**config.mk**
```make
export PLATFORM = sky130hd
export DESIGN_NAME = fixed_to_decimal_text_flat
export DESIGN_NICKNAME = d
export VERILOG_FILES = /design/src/rtl/fxd_pkg.sv /design/src/rtl/fxd_ifs.sv /design/src/rtl/fxd_front.sv /design/src/rtl/fxd_queue.sv /design/src/rtl/fxd_back.sv /design/src/rtl/fixed_to_decimal_text.sv /design/src/flat_wrapper.sv
export SDC_FILE = /design/constraint.sdc
export NUM_CORES = 2
export LEC_CHECK = 0
export BUFFER_PORTS_ARGS = -buffer_cell sky130_fd_sc_hd__buf_2
export CAP_MARGIN = 10
export CORE_MARGIN = 4
export CORE_UTILIZATION = 43
export CTS_BUF_LIST = sky130_fd_sc_hd__clkbuf_8
export DETAILED_ROUTE_END_ITERATION = 16
export GPL_TIMING_DRIVEN = 0
export HOLD_SLACK_MARGIN = 0.02
export PLACE_DENSITY = 0.68
export SYNTH_ARGS = -nofsm -noshare
export SYNTH_HDL_FRONTEND = slang
export SYNTH_SLANG_ARGS = --single-unit
```
**constraint.sdc**
```tcl
create_clock -name clk -period 12.1 [get_ports clk]
set_input_delay 1.815 -clock clk [delete_from_list [all_inputs] [get_ports clk]]
set_output_delay 1.815 -clock clk [all_outputs]
set_load 0.03 [all_outputs]
```
**src/rtl/fxd_pkg.sv**
```systemverilog
// ----------------------------------------------------------------------------
// fxd_pkg
// shared constants, types and helpers of the fixed-point to decimal text block
// ----------------------------------------------------------------------------
`default_nettype none

package fxd_pkg;

	localparam int FRAC_BITS       = 16;
	localparam int VALUE_W         = 48;
	localparam int IPART_W         = VALUE_W - FRAC_BITS + 1;
	localparam int MAX_INT_PLACES  = 16;
	localparam int MAX_FRAC_DIGITS = 8;
	localparam int INT_DIGITS      = 10;
	localparam int FRAC_DIGITS_W   = 10;
	localparam int TF_W            = 30;
	localparam int POW_W           = 54;
	localparam int DD_STEPS        = IPART_W;

	localparam logic [7:0] CH_NUL   = 8'h00;
	localparam logic [7:0] CH_ZERO  = 8'd48;
	localparam logic [7:0] CH_PLUS  = 8'h2b;
	localparam logic [7:0] CH_MINUS = 8'h2d;
	localparam logic [7:0] CH_POINT = 8'h2e;
	localparam logic [7:0] CH_BIG_X = 8'h58;
	localparam logic [7:0] CH_SML_X = 8'h78;

	localparam logic [POW_W-1:0] POW10_TAB [MAX_INT_PLACES+1] = '{
		54'd1, 54'd10, 54'd100, 54'd1000, 54'd10000, 54'd100000, 54'd1000000,
		54'd10000000, 54'd100000000, 54'd1000000000, 54'd10000000000,
		54'd100000000000, 54'd1000000000000, 54'd10000000000000,
		54'd100000000000000, 54'd1000000000000000, 54'd10000000000000000
	};

	typedef enum logic [1:0] {
		REG_INT_LEN  = 2'd0,
		REG_DEC_LEN  = 2'd1,
		REG_PLUS     = 2'd2,
		REG_FILL     = 2'd3
	} reg_idx_t;

	typedef struct packed {
		logic [4:0] int_len;
		logic [3:0] dec_len;
		logic       plus_sign;
		logic [8:0] fill_char;
	} cfg_t;

	typedef struct packed {
		logic                      neg;
		logic                      oor;
		logic [4*INT_DIGITS-1:0]   idig;
		logic [4*MAX_FRAC_DIGITS-1:0] fdig;
	} entry_t;

	typedef struct packed {
		logic full;
		logic empty;
	} q_stat_t;

	// table lookup, saturates above the largest place count
	function automatic logic [POW_W-1:0] pow10(input logic [4:0] n);
		logic [POW_W-1:0] p;
		p = '1;
		for (int i = 0; i <= MAX_INT_PLACES; i++) begin
			if (n == 5'(i)) begin
				p = POW10_TAB[i];
			end
		end
		return p;
	endfunction

	function automatic logic [4*FRAC_DIGITS_W-1:0] dd_adj(input logic [4*FRAC_DIGITS_W-1:0] b);
		logic [4*FRAC_DIGITS_W-1:0] r;
		r = b;
		for (int i = 0; i < FRAC_DIGITS_W; i++) begin
			if (b[4*i +: 4] >= 4'd5) begin
				r[4*i +: 4] = b[4*i +: 4] + 4'd3;
			end
		end
		return r;
	endfunction

endpackage

`default_nettype wire

```
**src/rtl/fxd_ifs.sv**
```systemverilog
// ----------------------------------------------------------------------------
// fxd channel interfaces
// valid/ready channels for input values and output characters
// ----------------------------------------------------------------------------
`default_nettype none

interface fxd_in_if;
	logic        valid;
	logic        ready;
	logic [47:0] value;
	modport source (output valid, output value, input ready);
	modport sink (input valid, input value, output ready);
endinterface

interface fxd_out_if;
	logic       valid;
	logic       ready;
	logic [7:0] char_code;
	logic       last;
	modport source (output valid, output char_code, output last, input ready);
	modport sink (input valid, input char_code, input last, output ready);
endinterface

`default_nettype wire

```
**src/rtl/fxd_front.sv**
```systemverilog
// ----------------------------------------------------------------------------
// fxd_front
// takes values, rounds, range-checks and converts both parts to bcd
// ----------------------------------------------------------------------------
`default_nettype none

module fxd_front import fxd_pkg::*; (
	input  wire logic   clk,
	input  wire logic   arst_n,
	input  wire cfg_t   cfg,
	fxd_in_if.sink      din,
	output entry_t      push_data,
	output logic        push,
	input  wire q_stat_t q_stat
);

	typedef enum logic [4:0] {
		F_IDLE = 5'b00001,
		F_MUL  = 5'b00010,
		F_CMP  = 5'b00100,
		F_CNV  = 5'b01000,
		F_PUSH = 5'b10000
	} fstate_t;

	fstate_t                   state_q;
	logic                      neg_q;
	logic [IPART_W-1:0]        ip_q;
	logic [FRAC_BITS-1:0]      frac_q;
	logic [TF_W-1:0]           tf_q;
	logic                      oor_q;
	logic [DD_STEPS-1:0]       fsh_q;
	logic [4*FRAC_DIGITS_W-1:0] ibcd_q;
	logic [4*FRAC_DIGITS_W-1:0] fbcd_q;
	logic [5:0]                cnt_q;

	logic [VALUE_W-1:0]        mag;
	logic [TF_W-1:0]           p10f;
	logic [TF_W+FRAC_BITS-1:0] prod;
	logic                      carry;
	logic [IPART_W-1:0]        ipn;
	logic [4:0]                places;
	logic [4*FRAC_DIGITS_W-1:0] ibcd_adj;
	logic [4*FRAC_DIGITS_W-1:0] fbcd_adj;

	assign din.ready = (state_q == F_IDLE);
	assign mag       = din.value[VALUE_W-1] ? VALUE_W'(-din.value) : din.value;
	assign p10f      = TF_W'(pow10(5'(cfg.dec_len) + 5'd1));
	assign prod      = (TF_W+FRAC_BITS)'(frac_q) * (TF_W+FRAC_BITS)'(p10f);
	assign carry     = (tf_q >= p10f - TF_W'(5));
	assign ipn       = ip_q + IPART_W'(carry);
	assign places    = cfg.int_len - 5'(neg_q || cfg.plus_sign);
	assign ibcd_adj  = dd_adj(ibcd_q);
	assign fbcd_adj  = dd_adj(fbcd_q);

	assign push = (state_q == F_PUSH) && !q_stat.full;
	assign push_data.neg  = neg_q;
	assign push_data.oor  = oor_q;
	assign push_data.idig = ibcd_q;
	assign push_data.fdig = fbcd_q[4 +: 4*MAX_FRAC_DIGITS];

	always_ff @(posedge clk or negedge arst_n) begin
		if (!arst_n) begin
			state_q <= F_IDLE;
		end else begin
			unique case (state_q)
				F_IDLE: if (din.valid) state_q <= F_MUL;
				F_MUL:  state_q <= F_CMP;
				F_CMP:  state_q <= F_CNV;
				F_CNV:  if (cnt_q == 6'(DD_STEPS - 1)) state_q <= F_PUSH;
				F_PUSH: if (!q_stat.full) state_q <= F_IDLE;
				default: state_q <= F_IDLE;
			endcase
		end
	end

	always_ff @(posedge clk) begin
		unique case (state_q)
			F_IDLE: begin
				neg_q  <= din.value[VALUE_W-1];
				ip_q   <= IPART_W'(mag[VALUE_W-1:FRAC_BITS]);
				frac_q <= mag[FRAC_BITS-1:0];
			end
			F_MUL: begin
				tf_q <= prod[TF_W+FRAC_BITS-1:FRAC_BITS];
			end
			F_CMP: begin
				ip_q   <= ipn;
				oor_q  <= (POW_W'(ipn) >= pow10(places));
				fsh_q  <= DD_STEPS'(tf_q + TF_W'(5));
				ibcd_q <= '0;
				fbcd_q <= '0;
				cnt_q  <= '0;
			end
			F_CNV: begin
				ibcd_q <= {ibcd_adj[4*FRAC_DIGITS_W-2:0], ip_q[IPART_W-1]};
				fbcd_q <= {fbcd_adj[4*FRAC_DIGITS_W-2:0], fsh_q[DD_STEPS-1]};
				ip_q   <= {ip_q[IPART_W-2:0], 1'b0};
				fsh_q  <= {fsh_q[DD_STEPS-2:0], 1'b0};
				cnt_q  <= cnt_q + 6'd1;
			end
			F_PUSH: begin
			end
			default: begin
			end
		endcase
	end

endmodule

`default_nettype wire

```
**src/rtl/fxd_queue.sv**
```systemverilog
// ----------------------------------------------------------------------------
// fxd_queue
// two-entry queue of converted items between front and back
// ----------------------------------------------------------------------------
`default_nettype none

module fxd_queue import fxd_pkg::*; (
	input  wire logic   clk,
	input  wire logic   arst_n,
	input  wire logic   push,
	input  wire entry_t push_data,
	input  wire logic   pop,
	output entry_t      head,
	output q_stat_t     stat
);

	entry_t     mem_q [2];
	logic       wp_q;
	logic       rp_q;
	logic [1:0] cnt_q;

	assign head       = mem_q[rp_q];
	assign stat.full  = (cnt_q == 2'd2);
	assign stat.empty = (cnt_q == 2'd0);

	always_ff @(posedge clk or negedge arst_n) begin
		if (!arst_n) begin
			wp_q  <= 1'b0;
			rp_q  <= 1'b0;
			cnt_q <= 2'd0;
		end else begin
			if (push) wp_q <= !wp_q;
			if (pop) rp_q <= !rp_q;
			cnt_q <= cnt_q + 2'(push) - 2'(pop);
		end
	end

	always_ff @(posedge clk) begin
		if (push) mem_q[wp_q] <= push_data;
	end

endmodule

`default_nettype wire

```
**src/rtl/fxd_back.sv**
```systemverilog
// ----------------------------------------------------------------------------
// fxd_back
// walks one converted item and sends its text one character a beat
// ----------------------------------------------------------------------------
`default_nettype none

module fxd_back import fxd_pkg::*; (
	input  wire logic    clk,
	input  wire logic    arst_n,
	input  wire cfg_t    cfg,
	input  wire entry_t  head,
	input  wire q_stat_t q_stat,
	output logic         pop,
	fxd_out_if.source    dout
);

	typedef enum logic [7:0] {
		PH_IDLE  = 8'b00000001,
		PH_SIGN  = 8'b00000010,
		PH_INT   = 8'b00000100,
		PH_MINUS = 8'b00001000,
		PH_POINT = 8'b00010000,
		PH_FRAC  = 8'b00100000,
		PH_XS    = 8'b01000000,
		PH_NUL   = 8'b10000000
	} phase_t;

	phase_t     ph_q, ph_n;
	logic [4:0] k_q, k_n;
	logic       st_q, st_n;
	logic       pd_q, pd_n;
	logic       ov_q;
	logic [7:0] ch_q;
	logic       last_q;

	logic       can_load, emit, lst, bad_len;
	logic [7:0] ch;
	logic [4:0] places, xs;
	logic [3:0] ipos, dig;
	logic [2:0] fpos;
	logic [3:0] fd;

	assign can_load = !ov_q || dout.ready;
	assign bad_len  = (cfg.int_len == 5'd0) || (cfg.int_len > 5'(MAX_INT_PLACES));
	assign places   = cfg.int_len - 5'(head.neg || cfg.plus_sign);
	assign xs       = head.neg ? cfg.int_len - 5'd1 : cfg.int_len;
	assign ipos     = 4'(places - 5'd1 - k_q);
	assign dig      = (ipos < 4'(INT_DIGITS)) ? head.idig[4*ipos +: 4] : 4'd0;
	assign fpos     = 3'(cfg.dec_len - 4'd1 - 4'(k_q));
	assign fd       = head.fdig[4*fpos +: 4];

	assign dout.valid     = ov_q;
	assign dout.char_code = ch_q;
	assign dout.last      = last_q;

	always_comb begin
		ph_n = ph_q;
		k_n  = k_q;
		st_n = st_q;
		pd_n = pd_q;
		emit = 1'b0;
		ch   = CH_NUL;
		lst  = 1'b0;
		pop  = 1'b0;
		if (ph_q == PH_IDLE) begin
			if (!q_stat.empty) begin
				k_n = '0;
				if (bad_len) ph_n = PH_NUL;
				else if (head.oor) ph_n = PH_XS;
				else ph_n = PH_SIGN;
			end
		end else if (can_load) begin
			unique case (ph_q)
				PH_SIGN: begin
					emit = !head.neg && cfg.plus_sign;
					ch   = CH_PLUS;
					ph_n = PH_INT;
					k_n  = '0;
					st_n = 1'b0;
					pd_n = head.neg;
				end
				PH_INT: begin
					if (k_q == places) begin
						ph_n = PH_MINUS;
					end else if (dig != 4'd0 || st_q || ipos == 4'd0) begin
						emit = 1'b1;
						if (pd_q) begin
							ch   = CH_MINUS;
							pd_n = 1'b0;
						end else begin
							ch   = CH_ZERO + 8'(dig);
							st_n = 1'b1;
							k_n  = k_q + 5'd1;
						end
					end else begin
						emit = !cfg.fill_char[8];
						ch   = cfg.fill_char[7:0];
						k_n  = k_q + 5'd1;
					end
				end
				PH_MINUS: begin
					emit = pd_q;
					ch   = CH_MINUS;
					ph_n = PH_POINT;
				end
				PH_POINT: begin
					k_n = '0;
					if (cfg.dec_len == 4'd0) begin
						ph_n = PH_NUL;
					end else begin
						emit = 1'b1;
						ch   = CH_POINT;
						ph_n = PH_FRAC;
					end
				end
				PH_FRAC: begin
					if (k_q == 5'(cfg.dec_len)) begin
						ph_n = PH_NUL;
					end else begin
						emit = 1'b1;
						ch   = head.oor ? CH_SML_X : CH_ZERO + 8'(fd);
						k_n  = k_q + 5'd1;
					end
				end
				PH_XS: begin
					if (k_q == xs) begin
						ph_n = PH_POINT;
					end else begin
						emit = 1'b1;
						ch   = CH_BIG_X;
						k_n  = k_q + 5'd1;
					end
				end
				PH_NUL: begin
					emit = 1'b1;
					ch   = CH_NUL;
					lst  = 1'b1;
					pop  = 1'b1;
					ph_n = PH_IDLE;
				end
				default: ph_n = PH_IDLE;
			endcase
		end
	end

	always_ff @(posedge clk or negedge arst_n) begin
		if (!arst_n) begin
			ph_q <= PH_IDLE;
			ov_q <= 1'b0;
			k_q  <= '0;
			st_q <= 1'b0;
			pd_q <= 1'b0;
		end else begin
			ph_q <= ph_n;
			k_q  <= k_n;
			st_q <= st_n;
			pd_q <= pd_n;
			if (can_load) ov_q <= emit;
		end
	end

	always_ff @(posedge clk) begin
		if (can_load && emit) begin
			ch_q   <= ch;
			last_q <= lst;
		end
	end

endmodule

`default_nettype wire

```
**src/rtl/fixed_to_decimal_text.sv**
```systemverilog
// ----------------------------------------------------------------------------
// fixed_to_decimal_text
// formats signed q31.16 values as fixed-width decimal text unless fill is suppressed, one char a beat
// ----------------------------------------------------------------------------
//  channel  dir  beat                      accepted when
//  din      in   value[47:0]               valid && ready
//  dout     out  char_code[7:0], last      valid && ready
//  apb      in   paddr[3:0], pwdata[31:0]  psel && penable && pwrite
//
//  front: one value at a time (accept, multiply, round, 33-step bcd conversion, push)
//  back: one char per cycle while dout is ready, plus phase steps per item that send nothing,
//  and a step per leading place when fill is suppressed
//  while dout is ready, sustained rate is set by the front conversion loop
//  a two-entry queue lets front and back stall on their own
//  reset is asynchronous and clears control state only
// ----------------------------------------------------------------------------
`default_nettype none

module fixed_to_decimal_text import fxd_pkg::*; (
	input  wire logic        clk,
	input  wire logic        arst_n,
	fxd_in_if.sink           din,
	fxd_out_if.source        dout,
	input  wire logic        psel,
	input  wire logic        penable,
	input  wire logic        pwrite,
	input  wire logic [3:0]  paddr,
	input  wire logic [31:0] pwdata,
	output logic [31:0]      prdata,
	output logic             pready
);

	logic [4:0] int_len_q;
	logic [3:0] dec_len_q;
	logic       plus_q;
	logic [8:0] fill_q;
	cfg_t       cfg;
	entry_t     push_data, head;
	logic       push, pop, wr_en;
	q_stat_t    q_stat;
	reg_idx_t   ridx;

	assign pready = 1'b1;
	assign ridx   = reg_idx_t'(paddr[3:2]);
	assign wr_en  = psel && penable && pwrite;

	always_ff @(posedge clk or negedge arst_n) begin
		if (!arst_n) begin
			int_len_q <= 5'd8;
			dec_len_q <= 4'd0;
			plus_q    <= 1'b0;
			fill_q    <= 9'd32;
		end else if (wr_en) begin
			unique case (ridx)
				REG_INT_LEN: int_len_q <= pwdata[4:0];
				REG_DEC_LEN: dec_len_q <= pwdata[3:0];
				REG_PLUS:    plus_q    <= pwdata[0];
				REG_FILL:    fill_q    <= pwdata[8:0];
				default: begin
				end
			endcase
		end
	end

	always_comb begin
		unique case (ridx)
			REG_INT_LEN: prdata = 32'(int_len_q);
			REG_DEC_LEN: prdata = 32'(dec_len_q);
			REG_PLUS:    prdata = 32'(plus_q);
			REG_FILL:    prdata = 32'(fill_q);
			default:     prdata = '0;
		endcase
	end

	assign cfg.int_len   = int_len_q;
	assign cfg.dec_len   = (dec_len_q > 4'(MAX_FRAC_DIGITS)) ? 4'(MAX_FRAC_DIGITS) : dec_len_q;
	assign cfg.plus_sign = plus_q;
	assign cfg.fill_char = fill_q;

	fxd_front u_front (
		.clk       (clk),
		.arst_n    (arst_n),
		.cfg       (cfg),
		.din       (din),
		.push_data (push_data),
		.push      (push),
		.q_stat    (q_stat)
	);

	fxd_queue u_queue (
		.clk       (clk),
		.arst_n    (arst_n),
		.push      (push),
		.push_data (push_data),
		.pop       (pop),
		.head      (head),
		.stat      (q_stat)
	);

	fxd_back u_back (
		.clk    (clk),
		.arst_n (arst_n),
		.cfg    (cfg),
		.head   (head),
		.q_stat (q_stat),
		.pop    (pop),
		.dout   (dout)
	);

	a_no_push_full: assert property (@(posedge clk) disable iff (!arst_n)
		!(push && q_stat.full && !pop))
		else $error("queue push while full");

	a_no_pop_empty: assert property (@(posedge clk) disable iff (!arst_n)
		pop |-> !q_stat.empty)
		else $error("queue pop while empty");

	a_pop_on_last: assert property (@(posedge clk) disable iff (!arst_n)
		pop |=> dout.valid && dout.last)
		else $error("item retired without terminator beat");

endmodule

`default_nettype wire
```
**src/flat_wrapper.sv**
```systemverilog
// flat-port wrapper written by rule: the top's interface ports become plain ports
module fixed_to_decimal_text_flat import fxd_pkg::*;
  (clk, arst_n, psel, penable, pwrite, paddr, pwdata, prdata, pready, din_valid, din_value, din_ready, dout_valid, dout_char_code, dout_last, dout_ready);
  fxd_in_if din_i ();
  fxd_out_if dout_i ();
  input  wire logic clk;
  input  wire logic arst_n;
  input  wire logic psel;
  input  wire logic penable;
  input  wire logic pwrite;
  input  wire logic [3:0] paddr;
  input  wire logic [31:0] pwdata;
  output logic [31:0] prdata;
  output logic pready;
  input wire logic [$bits(din_i.valid)-1:0] din_valid;
  input wire logic [$bits(din_i.value)-1:0] din_value;
  output wire logic [$bits(din_i.ready)-1:0] din_ready;
  output wire logic [$bits(dout_i.valid)-1:0] dout_valid;
  output wire logic [$bits(dout_i.char_code)-1:0] dout_char_code;
  output wire logic [$bits(dout_i.last)-1:0] dout_last;
  input wire logic [$bits(dout_i.ready)-1:0] dout_ready;
  assign din_i.valid = din_valid;
  assign din_i.value = din_value;
  assign din_ready = din_i.ready;
  assign dout_valid = dout_i.valid;
  assign dout_char_code = dout_i.char_code;
  assign dout_last = dout_i.last;
  assign dout_i.ready = dout_ready;
  fixed_to_decimal_text u_core (.clk(clk), .arst_n(arst_n), .din(din_i), .dout(dout_i), .psel(psel), .penable(penable), .pwrite(pwrite), .paddr(paddr), .pwdata(pwdata), .prdata(prdata), .pready(pready));
endmodule
```
==> key figures <==
Synthesis
  • Yosys warnings: 0
  • Top_reg_cell synth: edfxtp_1
  • Synth Cell Area: 36500 µm²
  • Async SR Flop Fraction: 11.1%
  • Syn Area/Cell: 10.1 µm²
  • Post-synthesis compound-gate area fraction: 7.99%
  • Synth area leader: edfxtp_1
  • Synth Area in Simple Gates: 14.2%
  • Yosys top cell area share: 29.0%
  • Synth Area in Adders: 29.6%
  • Synth Area in XOR/XNOR: 4.73%
  • Mux contribution to synthesized area: 3.91%
  • Sequential share of the synthesized area: 32.1%
  • Main area contributors after synthesis: edfxtp_1, fa_1, ha_1
  • Mapped Cells: 3602
  • Post-synth EDFFs: 353
  • Yosys reg bits: 397
  • Main combinational cell family by area after synthesis: adder cells
  • Synth unique cells: 72

Global route
  • Met2 Use GR: 33.5%
  • Met1 usage: 29.9%
  • M3 GR Usage: 4.82%
  • Overflow after GRT: 0
  • GRT Max-Usage Layer: met2
  • Vias in the first global route: 27000
  • Initial antenna violation count: 6
  • Largest net degree at the start of global routing: 67
  • Global-route wire length before repair: 151 mm
  • GRT Total Usage: 21.7%

Min path
  • Hold crit path type: register to register

Placed design
  • IO buf count: 84
  • Pre-CTS WS: 2.53 ns
  • HPWL after detailed placement: 75.6 mm
  • Routability Congestion: 0.963

Floorplanning
  • Horiz. Die Dim: 299 µm
  • Core Area: 84000 µm²
  • Row count: 106
  • Io pins: 135
  • Initial Util: 43.5%
  • Vert. Die Dim: 299 µm
  • Full die area: 89600 µm²

Timing
  • Setup-failing EPs final: 0
  • Final worst path period share: 81.2%
  • RSZ-0062 raised after global routing: no
  • FMAX: 102 MHz
  • Worst Clk Skew: 0.0405 ns
  • Slew Viols, Final: 0
  • Final hold vios: 0
  • Worst Setup Slack, final: 2.28 ns
  • Final TNS setup: 0 ns
  • Worst-Margin Slew: 1.18 ns
  • Relative slew slack: 21.2%
  • Fin crit period: 9.82 ns

Clocking
  • H-tree Lvls: 3
  • CTS Buffer Depth: 3
  • Worst-path clk slew: 0.07 ns
  • Setup bufs post-CTS: 0
  • Clock Tree Root: clkbuf_8
  • CTS tree: done
  • Clk sinks: 397
  • Clk_lat worst skew: 0.66 ns
  • Resized Gates After CTS: 0
  • Inserted Clock Buffers: 71
  • CTS Hold Bufs: 0

Worst setup path
  • CP endpoint: u_core.u_front.tf_q[23]$_DFFE_PP_
  • Kind of critical path: register to register
  • Reg2reg start: u_core.dec_len_q[1]$_DFFE_PN0P_
  • Worst path bufs/invs: 8
  • Crit-path max FO: 10
  • Req. time, crit path: 12.58 ns
  • FF-to-FF setup slack: 2.28 ns
  • CP top delay family: adder cells
  • WP depth: 28
  • Worst r2r path cells: 28
  • CP max stage delay: 0.90 ns
  • Crit path from: u_core.dec_len_q[1]$_DFFE_PN0P_
  • CP max-delay cell: a21oi_1
  • Critical Path Start Type: register
  • Crit end category: register
  • WP data arrival: 10.30 ns
  • Worst flop-to-flop path endpoint: u_core.u_front.tf_q[23]$_DFFE_PP_

Final layout
  • Multi-input logic area: 22200 µm²
  • Fill count: 7807
  • Share of layout cells above drive strength 1: 7.89%
  • Nets: 4528
  • Register area: 11700 µm²
  • Syn-to-layout area delta: 9.64%

Status
  • Outcome: finished clean

Run
  • Maximum Capacitance Violations: 0

Routing
  • Vias per Instance: 5.42
  • Total Wirelength: 96.6 mm
  • Starting DRT DRC Count: 2117
  • Post-DRT Antenna Nets: 0
  • Via count: 27100
  • Routed length per instance: 19.3 µm
  • Drt drc: 0
  • Total iterations of the first detailed-routing run: 7
==> metrics by stage <==
| step | utilization (%) | hold WS (ns) | cells | area [µm²] |
|---|---|---|---|---|
| finish | 47.7 | 0.504 | 5000 | 40000 |
| global route | 47.7 | 0.529 | 4999 | 40000 |
| CTS | 47.6 | 0.507 | 4997 | 40000 |
| detailed placement | 46.1 | 0.495 | 4869 | 38700 |
| global placement | 45.8 | 0.479 | 4858 | 38500 |
| floorplan | - | 0.421 | 3640 | 36600 |
==> worst min-delay path by stage <==
stage / startpoint / end / slack, ns / cells after the start
after global placement: u_core.u_queue.cnt_q[1]$_DFF_PN0_ / u_core.u_queue.cnt_q[1]$_DFF_PN0_ / 0.48 / 1
after detailed placement: u_core.u_front.fbcd_q[33]$_SDFFCE_PP0N_ / u_core.u_queue.mem_q[1][29]$_DFFE_PP_ / 0.49 / 0
after global routing: u_core.u_front.fbcd_q[33]$_SDFFCE_PP0N_ / u_core.u_queue.mem_q[0][29]$_DFFE_PP_ / 0.53 / 0
final: u_core.u_front.fsh_q[0]$_SDFFCE_PN0N_ / u_core.u_front.fsh_q[1]$_DFFE_PN_ / 0.50 / 2
after CTS: u_core.u_front.fsh_q[0]$_SDFFCE_PN0N_ / u_core.u_front.fsh_q[1]$_DFFE_PN_ / 0.51 / 2
after floorplan: u_core.u_front.oor_q$_DFFE_PP_ / u_core.u_queue.mem_q[0][72]$_DFFE_PP_ / 0.42 / 0
==> synthesized netlist by cell type (4+ instances only) <==
cell type  number
edfxtp_1      353
a22o_1          4
o21a_1         16
a21oi_1       137
nor4_1          5
o211ai_1        7
or2_2          10
mux2i_1        29
o22ai_1         5
a221o_1         4
and2_1         66
mux2_2         19
clkbuf_1      164
nor3b_1         8
or3_1          13
nor3_1         56
a21boi_0        4
dfrtp_1        40
buf_4          24
buf_1           8
mux4_2         41
or4_1           7
dfstp_2         4
nand3b_1        6
nor2_1        178
a21o_1         33
nand3_1       112
o31ai_1        21
and4_1         10
inv_1         502
a211oi_1       10
fa_1          391
nand4_1        28
a22oi_1        32
and3_1         60
o21ai_0       160
nand2_1       469
xor2_1        103
a31oi_1        10
nand2b_1       37
ha_1          237
o41ai_1         6
nor2b_1        31
xnor2_1        94
==> layout make-up <==
class                   instances  area share, %
multi-input cells            2542           55.6
flip-flops and latches        397           29.3
inverters                     502           4.71
well taps                    1134           3.55
clock buffers                  73           2.51
plain buffers                 199           2.11
repair buffers                 96           1.58
clock inverters                55          0.728
diodes                          2         0.0125
==> placed cells by master (no fill, tap or decap), drive strengths merged, types with 41 or more instances in the layout <==
master,Yosys,routed
o21ai,162,162
clkbuf,164,237
inv,502,532
nand3,112,112
nor2,178,178
xnor2,94,94
nand2,469,469
fa,391,391
xor2,103,103
buf,35,131
mux4,41,41
a21oi,137,137
edfxtp,353,353
nor3,56,56
and3,60,60
and2,66,66
ha,237,237
==> per-layer routing <==
| layer | up-vias | share of wire [%] |
|---|---|---|
| met3 | 216 | 9.2 |
| met1 | 13400 | 42 |
| met2 | 1149 | 45 |
| met5 | - | 0.013 |
| li1 | 12400 | - |
| met4 | 2 | 4.0 |
==> registers in the layout, summed over array words and instances (netlist names), 2 cells and up <==
| register | cells |
|---|---|
| u_core.u_front.tf_q | 30 |
| u_core.u_front.ip_q | 33 |
| u_core.u_back.dout.char_code | 8 |
| u_core.fill_q | 9 |
| u_core.dec_len_q | 4 |
| u_core.u_queue.cnt_q | 2 |
| u_core.u_back.k_q | 5 |
| u_core.u_front.ibcd_q | 40 |
| u_core.u_front.fbcd_q | 36 |
| u_core.u_back.ph_q | 8 |
| u_core.u_queue.mem_q | 148 |
| u_core.u_front.frac_q | 16 |
| u_core.int_len_q | 5 |
| u_core.u_front.fsh_q | 33 |
| u_core.u_front.cnt_q | 6 |
| u_core.u_front.state_q | 5 |
==> logic make-up after synthesis <==
logic type,Yosys count
compound gates,480
xor+xnor,197
fa+ha+maj,629
buf+inv,701
flops,397
mux,89
other cells,2
simple gates,1107
==> worst reg2reg max path, delay by kind of cell, from the launching register on <==
family          cells  cell delay (ns)
fa+ha+maj           7             3.51
compound gates      6             2.60
simple gates        7             1.62
buf+inv             8             1.54
flops               1             0.39
Power is left out: the tool's default activity adds up to more than one toggle a clock period on the data nets, which glitch-free logic cannot reach.
